--- config.mk ---
export PLATFORM = sky130hd
export DESIGN_NAME = line_position_estimator_core
export DESIGN_NICKNAME = d
export VERILOG_FILES = /design/src/hdl/lpe_pkg.sv /design/src/hdl/line_position_estimator_core.sv
export SDC_FILE = /design/constraint.sdc
export NUM_CORES = 2
export LEC_CHECK = 0
export ABC_AREA = 1
export BUFFER_PORTS_ARGS = -buffer_cell sky130_fd_sc_hd__buf_2
export CAP_MARGIN = 15
export CORE_MARGIN = 1.5
export CORE_UTILIZATION = 60
export CTS_CLUSTER_DIAMETER = 50
export DETAILED_ROUTE_END_ITERATION = 10
export PLACE_DENSITY = 0.77
export SYNTH_ARGS = -nofsm -noshare
export SYNTH_HDL_FRONTEND = slang
export SYNTH_SLANG_ARGS = --single-unit
export TNS_END_PERCENT = 30
--- constraint.sdc ---
create_clock -name clk -period 18.7 [get_ports clk]
set_input_delay 1.87 -clock clk [delete_from_list [all_inputs] [get_ports clk]]
set_output_delay 1.87 -clock clk [all_outputs]
set_load 0.05 [all_outputs]
--- src/hdl/lpe_pkg.sv ---
// Shared types and constants of the line position estimator.
`default_nettype none

package lpe_pkg;

	localparam int DEF_MAX_SENSORS  = 8;
	localparam int DEF_READING_BITS = 12;

	localparam int DIV_W       = 32;
	localparam int DIV_STEP_W  = $clog2(DIV_W);
	localparam int SCALE_W     = 10;

	localparam logic [SCALE_W-1:0] SCALE_FULL   = 10'd1000;
	localparam logic [SCALE_W-1:0] SEEN_LIMIT   = 10'd200;
	localparam logic [SCALE_W-1:0] WEIGHT_LIMIT = 10'd50;

	typedef enum logic [1:0] {
		ACT_POS = 2'd0,
		ACT_CAL = 2'd1,
		ACT_CLR = 2'd2
	} action_t;

	typedef enum logic [1:0] {
		REG_COUNT      = 2'd0,
		REG_FULL_SCALE = 2'd1,
		REG_CAL_ENABLE = 2'd2
	} reg_index_t;

	typedef enum logic [3:0] {
		ST_IDLE,
		ST_CLR,
		ST_CAL_RD,
		ST_CAL_WR,
		ST_APP_RD,
		ST_APP_WR,
		ST_POS_RD,
		ST_POS_SC,
		ST_POS_MUL,
		ST_DIV_SC,
		ST_POS_ACC,
		ST_POS_SUM,
		ST_POS_END,
		ST_DIV_POS,
		ST_EMIT
	} state_t;

endpackage

`default_nettype wire

--- src/hdl/line_position_estimator_core.sv ---
// Line position estimator: calibration tables, scaling, weighted-mean position.
//
// Each word is processed on its own. A position word runs the radix-2 divider when
// a calibrated reading is scaled, and runs it again for the weighted mean on the
// last word of a sweep in which a line was seen. A calibration word reads the burst
// table and updates it for a sensor in use; the last word of a burst then walks
// every table entry to fold the burst into the stored range, and a clear word, or
// the first calibration word after reset, walks the stored table. One divider serves
// both divisions. No clearing pass follows reset.
`default_nettype none

module line_position_estimator_core
	import lpe_pkg::*;
#(
	parameter int MAX_SENSORS  = DEF_MAX_SENSORS,
	parameter int READING_BITS = DEF_READING_BITS
) (
	input  wire logic        clk,
	input  wire logic        arst_n,
	// tdata: sensor[2:0], reading[14:3], zero[15]
	input  wire logic [15:0] s_axis_tdata,
	// tuser: action[1:0], first_item[2]
	input  wire logic [2:0]  s_axis_tuser,
	input  wire logic        s_axis_tlast,
	input  wire logic        s_axis_tvalid,
	output logic             s_axis_tready,
	// tdata: scaled_value[11:0], position[24:12], zero[31:25]
	output logic [31:0]      m_axis_tdata,
	// tuser: line_seen[0]
	output logic             m_axis_tuser,
	output logic             m_axis_tlast,
	output logic             m_axis_tvalid,
	input  wire logic        m_axis_tready,
	input  wire logic        cfg_valid,
	output logic             cfg_ready,
	input  wire logic [1:0]  cfg_index,
	input  wire logic [11:0] cfg_data
);

	localparam int RB    = READING_BITS;
	localparam int IDX_W = (MAX_SENSORS > 1) ? $clog2(MAX_SENSORS) : 1;
	localparam int CNT_W = $clog2(MAX_SENSORS + 1);
	localparam int TOP_W = $clog2((MAX_SENSORS - 1) * 1000 + 1);
	localparam int VAL_W = (RB > SCALE_W) ? RB : SCALE_W;
	localparam int NUM_W = RB + SCALE_W;
	localparam int WGT_W = 13;
	localparam int MEM_W = 2 * RB;
	localparam logic [IDX_W-1:0] IDX_LAST = IDX_W'(MAX_SENSORS - 1);

	state_t state_q, state_nxt;

	// configuration
	logic [3:0]  cnt_q;
	logic [11:0] fs_q;
	logic        cen_q;

	// current word
	logic [1:0]    act_q;
	logic [2:0]    sensor_q;
	logic [RB-1:0] rd_q;
	logic          first_q;
	logic          last_q;

	// block state
	logic                   cal_q;
	logic                   seen_q;
	logic [DIV_W-1:0]       wsum_q;
	logic [DIV_W-1:0]       vsum_q;
	logic [12:0]            prev_q;
	logic [MAX_SENSORS-1:0] bvalid_q;
	logic [IDX_W-1:0]       idx_q;

	// datapath
	logic [RB-1:0]         diff_q;
	logic [15:0]           span_q;
	logic [VAL_W-1:0]      val_q;
	logic [DIV_W-1:0]      prod_q;
	logic [12:0]           pos_q;
	logic [DIV_W-1:0]      rem_q;
	logic [DIV_W-1:0]      quo_q;
	logic [DIV_W-1:0]      dvs_q;
	logic [DIV_STEP_W-1:0] step_q;

	// output register
	logic        out_valid_q;
	logic [11:0] out_scaled_q;
	logic [12:0] out_pos_q;
	logic        out_last_q;
	logic        out_seen_q;

	// memories
	logic [MEM_W-1:0] stor_mem [MAX_SENSORS];
	logic [MEM_W-1:0] burst_mem [MAX_SENSORS];
	logic [MEM_W-1:0] stor_rd_q;
	logic [MEM_W-1:0] burst_rd_q;

	logic             stor_re, stor_we, burst_re, burst_we;
	logic [IDX_W-1:0] stor_raddr, stor_waddr, burst_raddr, burst_waddr;
	logic [MEM_W-1:0] stor_wdata, burst_wdata;

	// derived values
	logic [CNT_W-1:0] n_act;
	logic [TOP_W-1:0] top;
	logic             in_use;
	logic [IDX_W-1:0] sidx;
	logic [RB-1:0]    smax, smin, bmax, bmin;
	logic [RB-1:0]    new_max, new_min;
	logic [15:0]      span_c;
	logic             sc_go;
	logic [DIV_W:0]   div_tmp;
	logic             div_ge;
	logic [DIV_W-1:0] div_qn;
	logic [TOP_W-1:0] pos_cap;
	logic [TOP_W-1:0] pos_edge;
	logic             pos_go;
	logic             accept, emit;
	logic [WGT_W-1:0] wgt;
	logic [DIV_W:0]   wsum_add, vsum_add;

	always_comb begin
		if (cnt_q == 4'd0) begin
			n_act = CNT_W'(1);
		end else if (32'(cnt_q) > 32'(MAX_SENSORS)) begin
			n_act = CNT_W'(MAX_SENSORS);
		end else begin
			n_act = CNT_W'(cnt_q);
		end
	end

	assign top      = TOP_W'((32'(n_act) - 32'd1) * 32'd1000);
	assign in_use   = 32'(sensor_q) < 32'(n_act);
	assign sidx     = IDX_W'(sensor_q);
	assign smax     = stor_rd_q[MEM_W-1:RB];
	assign smin     = stor_rd_q[RB-1:0];
	assign bmax     = burst_rd_q[MEM_W-1:RB];
	assign bmin     = burst_rd_q[RB-1:0];
	assign span_c   = 16'(16'(smax) - 16'(smin));
	assign sc_go    = cal_q && in_use && (span_c != 16'd0) && (rd_q > smin);
	assign div_tmp  = {rem_q, quo_q[DIV_W-1]};
	assign div_ge   = div_tmp >= {1'b0, dvs_q};
	assign div_qn   = {quo_q[DIV_W-2:0], div_ge};
	assign pos_cap  = (div_qn > DIV_W'(top)) ? top : TOP_W'(div_qn);
	assign pos_edge = (32'(prev_q) < 32'(top >> 1)) ? '0 : top;
	assign pos_go   = seen_q && (vsum_q != '0);
	assign wgt      = WGT_W'(32'(sensor_q) * 32'd1000);
	assign wsum_add = {1'b0, wsum_q} + {1'b0, prod_q};
	assign vsum_add = {1'b0, vsum_q} + (DIV_W + 1)'(val_q);

	always_comb begin
		if (bmin > smax) begin
			new_max = bmin;
		end else begin
			new_max = smax;
		end
		if (bmax < smin) begin
			new_min = bmax;
		end else begin
			new_min = smin;
		end
	end

	// next state
	always_comb begin
		state_nxt = state_q;
		unique case (state_q)
			ST_IDLE: begin
				if (s_axis_tvalid) begin
					unique case (s_axis_tuser[1:0])
						ACT_POS: state_nxt = ST_POS_RD;
						ACT_CAL: begin
							if (!cen_q) begin
								state_nxt = ST_IDLE;
							end else if (cal_q) begin
								state_nxt = ST_CAL_RD;
							end else begin
								state_nxt = ST_CLR;
							end
						end
						ACT_CLR: state_nxt = ST_CLR;
						default: state_nxt = ST_IDLE;
					endcase
				end
			end
			ST_CLR: begin
				if (idx_q == IDX_LAST) begin
					state_nxt = (act_q == ACT_CAL) ? ST_CAL_RD : ST_IDLE;
				end
			end
			ST_CAL_RD: begin
				if (in_use) begin
					state_nxt = ST_CAL_WR;
				end else begin
					state_nxt = last_q ? ST_APP_RD : ST_IDLE;
				end
			end
			ST_CAL_WR:  state_nxt = last_q ? ST_APP_RD : ST_IDLE;
			ST_APP_RD:  state_nxt = ST_APP_WR;
			ST_APP_WR:  state_nxt = (idx_q == IDX_LAST) ? ST_IDLE : ST_APP_RD;
			ST_POS_RD:  state_nxt = ST_POS_SC;
			ST_POS_SC:  state_nxt = sc_go ? ST_POS_MUL : ST_POS_ACC;
			ST_POS_MUL: state_nxt = ST_DIV_SC;
			ST_DIV_SC:  state_nxt = (step_q == '0) ? ST_POS_ACC : ST_DIV_SC;
			ST_POS_ACC: state_nxt = ST_POS_SUM;
			ST_POS_SUM: state_nxt = last_q ? ST_POS_END : ST_EMIT;
			ST_POS_END: state_nxt = pos_go ? ST_DIV_POS : ST_EMIT;
			ST_DIV_POS: state_nxt = (step_q == '0) ? ST_EMIT : ST_DIV_POS;
			ST_EMIT: begin
				if (!out_valid_q || m_axis_tready) begin
					state_nxt = ST_IDLE;
				end
			end
			default: state_nxt = ST_IDLE;
		endcase
	end

	// control outputs
	always_comb begin
		s_axis_tready = state_q == ST_IDLE;
		accept        = s_axis_tvalid && (state_q == ST_IDLE);
		emit          = (state_q == ST_EMIT) && (!out_valid_q || m_axis_tready);
		stor_re       = (state_q == ST_POS_RD) || (state_q == ST_APP_RD);
		stor_raddr    = (state_q == ST_APP_RD) ? idx_q : sidx;
		stor_we       = (state_q == ST_CLR) || ((state_q == ST_APP_WR) && bvalid_q[idx_q]);
		stor_waddr    = idx_q;
		stor_wdata    = (state_q == ST_CLR) ? {RB'(0), RB'(fs_q)} : {new_max, new_min};
		burst_re      = (state_q == ST_CAL_RD) || (state_q == ST_APP_RD);
		burst_raddr   = (state_q == ST_APP_RD) ? idx_q : sidx;
		burst_we      = state_q == ST_CAL_WR;
		burst_waddr   = sidx;
		if (!bvalid_q[sidx]) begin
			burst_wdata = {rd_q, rd_q};
		end else begin
			burst_wdata = {(rd_q > bmax) ? rd_q : bmax, (rd_q < bmin) ? rd_q : bmin};
		end
	end

	always_ff @(posedge clk) begin
		if (stor_we) begin
			stor_mem[stor_waddr] <= stor_wdata;
		end
		if (stor_re) begin
			stor_rd_q <= stor_mem[stor_raddr];
		end
		if (burst_we) begin
			burst_mem[burst_waddr] <= burst_wdata;
		end
		if (burst_re) begin
			burst_rd_q <= burst_mem[burst_raddr];
		end
	end

	always_ff @(posedge clk or negedge arst_n) begin
		if (!arst_n) begin
			state_q <= ST_IDLE;
		end else begin
			state_q <= state_nxt;
		end
	end

	assign cfg_ready = 1'b1;

	always_ff @(posedge clk or negedge arst_n) begin
		if (!arst_n) begin
			cnt_q <= 4'd8;
			fs_q  <= 12'd1023;
			cen_q <= 1'b1;
		end else if (cfg_valid) begin
			unique case (cfg_index)
				REG_COUNT:      cnt_q <= cfg_data[3:0];
				REG_FULL_SCALE: fs_q  <= cfg_data;
				REG_CAL_ENABLE: cen_q <= cfg_data[0];
				default: ;
			endcase
		end
	end

	// control state
	always_ff @(posedge clk or negedge arst_n) begin
		if (!arst_n) begin
			cal_q    <= 1'b0;
			seen_q   <= 1'b0;
			wsum_q   <= '0;
			vsum_q   <= '0;
			prev_q   <= '0;
			bvalid_q <= '0;
			idx_q    <= '0;
			step_q   <= '0;
		end else begin
			unique case (state_q)
				ST_IDLE: idx_q <= '0;
				ST_CLR: begin
					if (idx_q == IDX_LAST) begin
						idx_q <= '0;
						if (act_q == ACT_CAL) begin
							cal_q <= 1'b1;
						end
					end else begin
						idx_q <= idx_q + 1'b1;
					end
				end
				ST_CAL_RD: begin
					if (first_q) begin
						bvalid_q <= '0;
					end
				end
				ST_CAL_WR: bvalid_q[sidx] <= 1'b1;
				ST_APP_WR: idx_q <= (idx_q == IDX_LAST) ? '0 : idx_q + 1'b1;
				ST_POS_RD: begin
					if (first_q) begin
						wsum_q <= '0;
						vsum_q <= '0;
						seen_q <= 1'b0;
					end
				end
				ST_POS_MUL: step_q <= DIV_STEP_W'(DIV_W - 1);
				ST_DIV_SC:  step_q <= step_q - 1'b1;
				ST_POS_ACC: begin
					if (val_q > VAL_W'(SEEN_LIMIT)) begin
						seen_q <= 1'b1;
					end
				end
				ST_POS_SUM: begin
					if (val_q > VAL_W'(WEIGHT_LIMIT)) begin
						wsum_q <= wsum_add[DIV_W] ? '1 : wsum_add[DIV_W-1:0];
						vsum_q <= vsum_add[DIV_W] ? '1 : vsum_add[DIV_W-1:0];
					end
				end
				ST_POS_END: step_q <= DIV_STEP_W'(DIV_W - 1);
				ST_DIV_POS: begin
					step_q <= step_q - 1'b1;
					if (step_q == '0) begin
						prev_q <= 13'(pos_cap);
					end
				end
				default: ;
			endcase
		end
	end

	// payload
	always_ff @(posedge clk) begin
		if (accept) begin
			act_q    <= s_axis_tuser[1:0];
			first_q  <= s_axis_tuser[2];
			last_q   <= s_axis_tlast;
			sensor_q <= s_axis_tdata[2:0];
			rd_q     <= RB'(s_axis_tdata[14:3]);
		end
		unique case (state_q)
			ST_POS_SC: begin
				diff_q <= rd_q - smin;
				span_q <= span_c;
				if (!in_use) begin
					val_q <= '0;
				end else if (!cal_q) begin
					val_q <= VAL_W'(rd_q);
				end else begin
					val_q <= '0;
				end
			end
			ST_POS_MUL: begin
				rem_q <= '0;
				quo_q <= DIV_W'(NUM_W'(diff_q) * NUM_W'(SCALE_FULL));
				dvs_q <= DIV_W'(span_q);
			end
			ST_DIV_SC, ST_DIV_POS: begin
				rem_q <= div_ge ? DIV_W'(div_tmp - {1'b0, dvs_q}) : div_tmp[DIV_W-1:0];
				quo_q <= div_qn;
				if ((state_q == ST_DIV_SC) && (step_q == '0)) begin
					val_q <= (div_qn > DIV_W'(SCALE_FULL)) ? VAL_W'(SCALE_FULL) : VAL_W'(div_qn);
				end
				if ((state_q == ST_DIV_POS) && (step_q == '0)) begin
					pos_q <= 13'(pos_cap);
				end
			end
			ST_POS_ACC: prod_q <= DIV_W'(val_q * (VAL_W + WGT_W)'(wgt));
			ST_POS_END: begin
				pos_q <= 13'(pos_edge);
				rem_q <= '0;
				quo_q <= wsum_q;
				dvs_q <= vsum_q;
			end
			default: ;
		endcase
		if (emit) begin
			out_scaled_q <= 12'(val_q);
			out_pos_q    <= last_q ? pos_q : 13'd0;
			out_last_q   <= last_q;
			out_seen_q   <= last_q && seen_q;
		end
	end

	always_ff @(posedge clk or negedge arst_n) begin
		if (!arst_n) begin
			out_valid_q <= 1'b0;
		end else if (emit) begin
			out_valid_q <= 1'b1;
		end else if (m_axis_tready) begin
			out_valid_q <= 1'b0;
		end
	end

	assign m_axis_tvalid = out_valid_q;
	assign m_axis_tdata  = {7'd0, out_pos_q, out_scaled_q};
	assign m_axis_tlast  = out_last_q;
	assign m_axis_tuser  = out_seen_q;

endmodule

`default_nettype wire

==> reports/qor.yml <==
sta:
  fin_crit_sh: 0.4127
  worst_hold_slack_ns: 0.4911
  maxSlewHeadroom: 0.2466
  setup_violations: 0
  worst_pin_slew_ns: 1.129
  hold_violations: 0
  min_period_ns: 7.717
  final.setup.tns_ns: 0
  final_max_slew_viol_count: 0
  rsz0062_at_grt: "no"
  skew_ns: 0.05136
  fmax_mhz: 129.6
critical_path:
  worstRegToRegCells: 23
  max_stage_delay_ns: 0.79
  slowest_stage: "edfxtp_1"
  crit_family: "adder cells"
  path_max_fanout: 10
  cp.required_ns: 19.12
  startpoint_type: "register"
  cp.buffers_inverters: 4
  reg2reg_slack_ns: 10.98
  r2r-end: "prod_q[20]"
  crit_chain: "fa_1, fa_1, fa_1, or2_2, nand2_1, inv_1, nand2_1, fa_1, fa_1, inv_1, fa_1, fa_1, inv_1, fa_1, inv_1, ha_1, nand2_1, nor3_1, a21oi_1, o21ai_0, nand2_1, nand3_1, nand2_1"
  r2r-start: "burst_waddr[2]"
  arrival_ns: 8.14
  path_class: "register to register"
  crit_path_end_kind: "register"
  critPathMostFrequentCell: "fa_1"
worst_hold_path:
  whs_path_depth: 2
  hp-start: "prev_q[11]"
  min_delay_worst_endpoint: "prev_q[11]"
  hold_class: "register to register"
global_routing:
  grt.overflow.total: 0
  antenna_found_initial: 3
  grtUsageTotal: 0.3014
  grt_pass1_vias: 32820
  grt_pass1_wl_mm: 179.6
  grt_max_degree: 194
clock_tree:
  cts_hold_buffers: 0
  htree_levels: 3
  cts_resized: 0
  cts_tree: "yes"
  root_buffer: "clkbuf_16"
  cts_buffer_depth: 3
  clock_sinks: 759
  post_cts_buffers: 0
  clkLatencyLatePin_ns: 0.67
  path_clk_slew_ns: 0.06
  numCtsBuffers: 87
route:
  drc: 0
  drt_iter0_markers: 3496
  via_count: 34280
  wl_mm: 116.2
  ant_nets: 0
  wl_per_cell_um: 20.16
  via_per_inst: 5.949
  firstDrtPassIters: 6
yosys:
  synth.area.top_cells: "edfxtp_1 43%, ha_1 8.2%, nand2_1 6.6%, fa_1 6.0%, dfrtp_1 5.6%"
  postSynthAreaPerCell_um2: 9.686
  yosys.area.top_type: "edfxtp_1"
  synthCells: 4656
  yosysTopAreaCellShare: 0.4302
  syn_area_um2: 45100
  synth-edff-count: 646
  async_flop_share: 0.1489
  synth_ff_type: "edfxtp_1"
  synth-seq-cells: 759
  synth_warnings: 0
  synth.yosys.seq_area_share: 0.4932
  synth_cell_types: 62
floorplan:
  io_pins: 76
  initial_utilization: 0.6057
  core_area_um2: 74450
  dieWidth_um: 277.2
  dieHeight_um: 277.2
  die_area_um2: 76810
  rows: 100
final_layout:
  diodes: 0
  layoutNonFillerInstCount: 5763
  drive_above_1_share: 0.07509
  fin_nets: 5189
  area_growth_pct: 9.386
status:
  outcome: "complete, no violations"
flow_run:
  maxCapViolCount: 0
placement:
  io_buffers: 66
  place.gp.congestion: 0.9768
  dp_hpwl_mm: 79.40
  placedCellCount: 5599
power:
  p_leak_nw: 20.74
  power_density_nw_per_um2: 207.3
  ir_drop_mv: 0.3642
==> placed cells by master (no fill, tap or decap), drive strengths merged, types with 9 or more instances in the layout <==
master / instances
nand2: 800
edfxtp: 646
inv: 614
o21ai: 497
nor2: 423
ha: 295
a21oi: 226
nand3: 216
fa: 135
buf: 123
o21bai: 105
clkbuf: 104
dfrtp: 101
a31oi: 61
o22ai: 58
nor3: 52
xor2: 50
xnor2: 44
nand4: 43
clkinv: 38
o211ai: 20
conb: 15
a21o: 14
nor4: 13
dfstp: 12
o221ai: 10
nand3b: 9
bufinv: 9
a21boi: 9
==> Yosys cell counts, types with 10 or more instances <==
library cell and number:
nand2_1 791, edfxtp_1 646, inv_1 595, nor2_1 417
o21ai_0 325, ha_1 295, a21oi_1 224, nand3_1 209
o21ai_1 167, fa_1 135, o21bai_1 104, dfrtp_1 101
a31oi_1 61, buf_2 61, o22ai_1 58, nor3_1 51
xor2_1 50, clkbuf_1 46, xnor2_1 44, nand4_1 43
buf_4 33, o211ai_1 20, a21o_1 14, buf_6 14
dfstp_2 12, nor4_1 12, o221ai_1 10
==> stage by stage <==
step	utilization	area (µm²)	total power [W]	worst slack (ns)
after floorplan	-	45140	0.006969	11.85
after global placement	0.6220	46300	0.008261	11.06
after detailed placement	0.6220	46300	0.008410	11.04
after CTS	0.6624	49310	0.01019	11.01
after global routing	0.6626	49330	0.01110	10.53
final	0.6626	49330	0.01023	10.98
==> state kept, by name (all words and copies together), names as in the netlist, 11 cells and up <==
name	flops
pos_q	13
prod_q	22
out_pos_q	13
dvs_q	32
stor_mem	192
rem_q	32
prev_q	11
rd_q	12
val_q	12
wsum_q	30
vsum_q	32
stor_rd_q	24
span_q	13
diff_q	12
quo_q	32
burst_rd_q	24
burst_mem	192
fs_q	12
out_scaled_q	12
==> kinds of logic (layout without fill, tap and decap cells) <==
kind of cell               count (synthesis)  after routing  share of synthesized area
and+or+nand+nor                         1568           1568                     0.1446
AOI/OAI and AO/OA                       1027           1027                     0.1292
buffers and inverters                    768            893                    0.07078
DFF                                      759            759                     0.4932
adders and majority gates                430            430                     0.1418
xor gates and xnor gates                  94             94                    0.01826
muxes                                      8              8                   0.001998
other                                      2             15                  0.0001665
==> worst max path at each step <==
stage	slack [ns]	depth (start not counted)	end	from
after floorplan	11.85	23	prod_q[20]	burst_waddr[0]
after global placement	11.06	23	prod_q[18]	burst_waddr[2]
after detailed placement	11.04	23	prod_q[20]	burst_waddr[2]
after CTS	11.01	23	prod_q[20]	burst_waddr[2]
after global routing	10.53	25	prod_q[18]	burst_waddr[2]
final	10.98	23	prod_q[20]	burst_waddr[2]
==> area by class of cell <==
| type | instances | area (µm²) |
|---|---|---|
| repair buffers | 123 | 780.7 |
| fillers | 5666 | 25120 |
| inverters | 607 | 2283 |
| clock inverters | 59 | 734.5 |
| clock buffers | 104 | 2271 |
| flip-flops and latches | 759 | 22240 |
| well taps | 969 | 1212 |
| multi-input cells | 3142 | 19810 |
==> worst reg2reg max path: cells and delay by family (launching register included) <==
family	cells	cell delay (ns)
and+or+nand+nor	8	1.38
adders and majority gates	9	4.55
DFF	1	0.79
buffers and inverters	4	0.28
AOI/OAI and AO/OA	2	0.46
==> layer usage <==
layer / GRT usage / up-vias / wire [µm]
li1: - / 16070 / -
met1: 0.4034 / 16290 / 46360
met2: 0.4894 / 1606 / 53980
met3: 0.05020 / 318 / 10750
met4: 0.1278 / 4 / 5058
met5: 0 / - / 27
==> report_power, final <==
part | switching, W | internal (W) | leakage (nW)
clock network | 0.000735 | 0.00102 | 1.44
registers | 0.000165 | 0.00247 | 7.29
logic | 0.00379 | 0.00206 | 12.0
(Power assumes the default switching activity.)
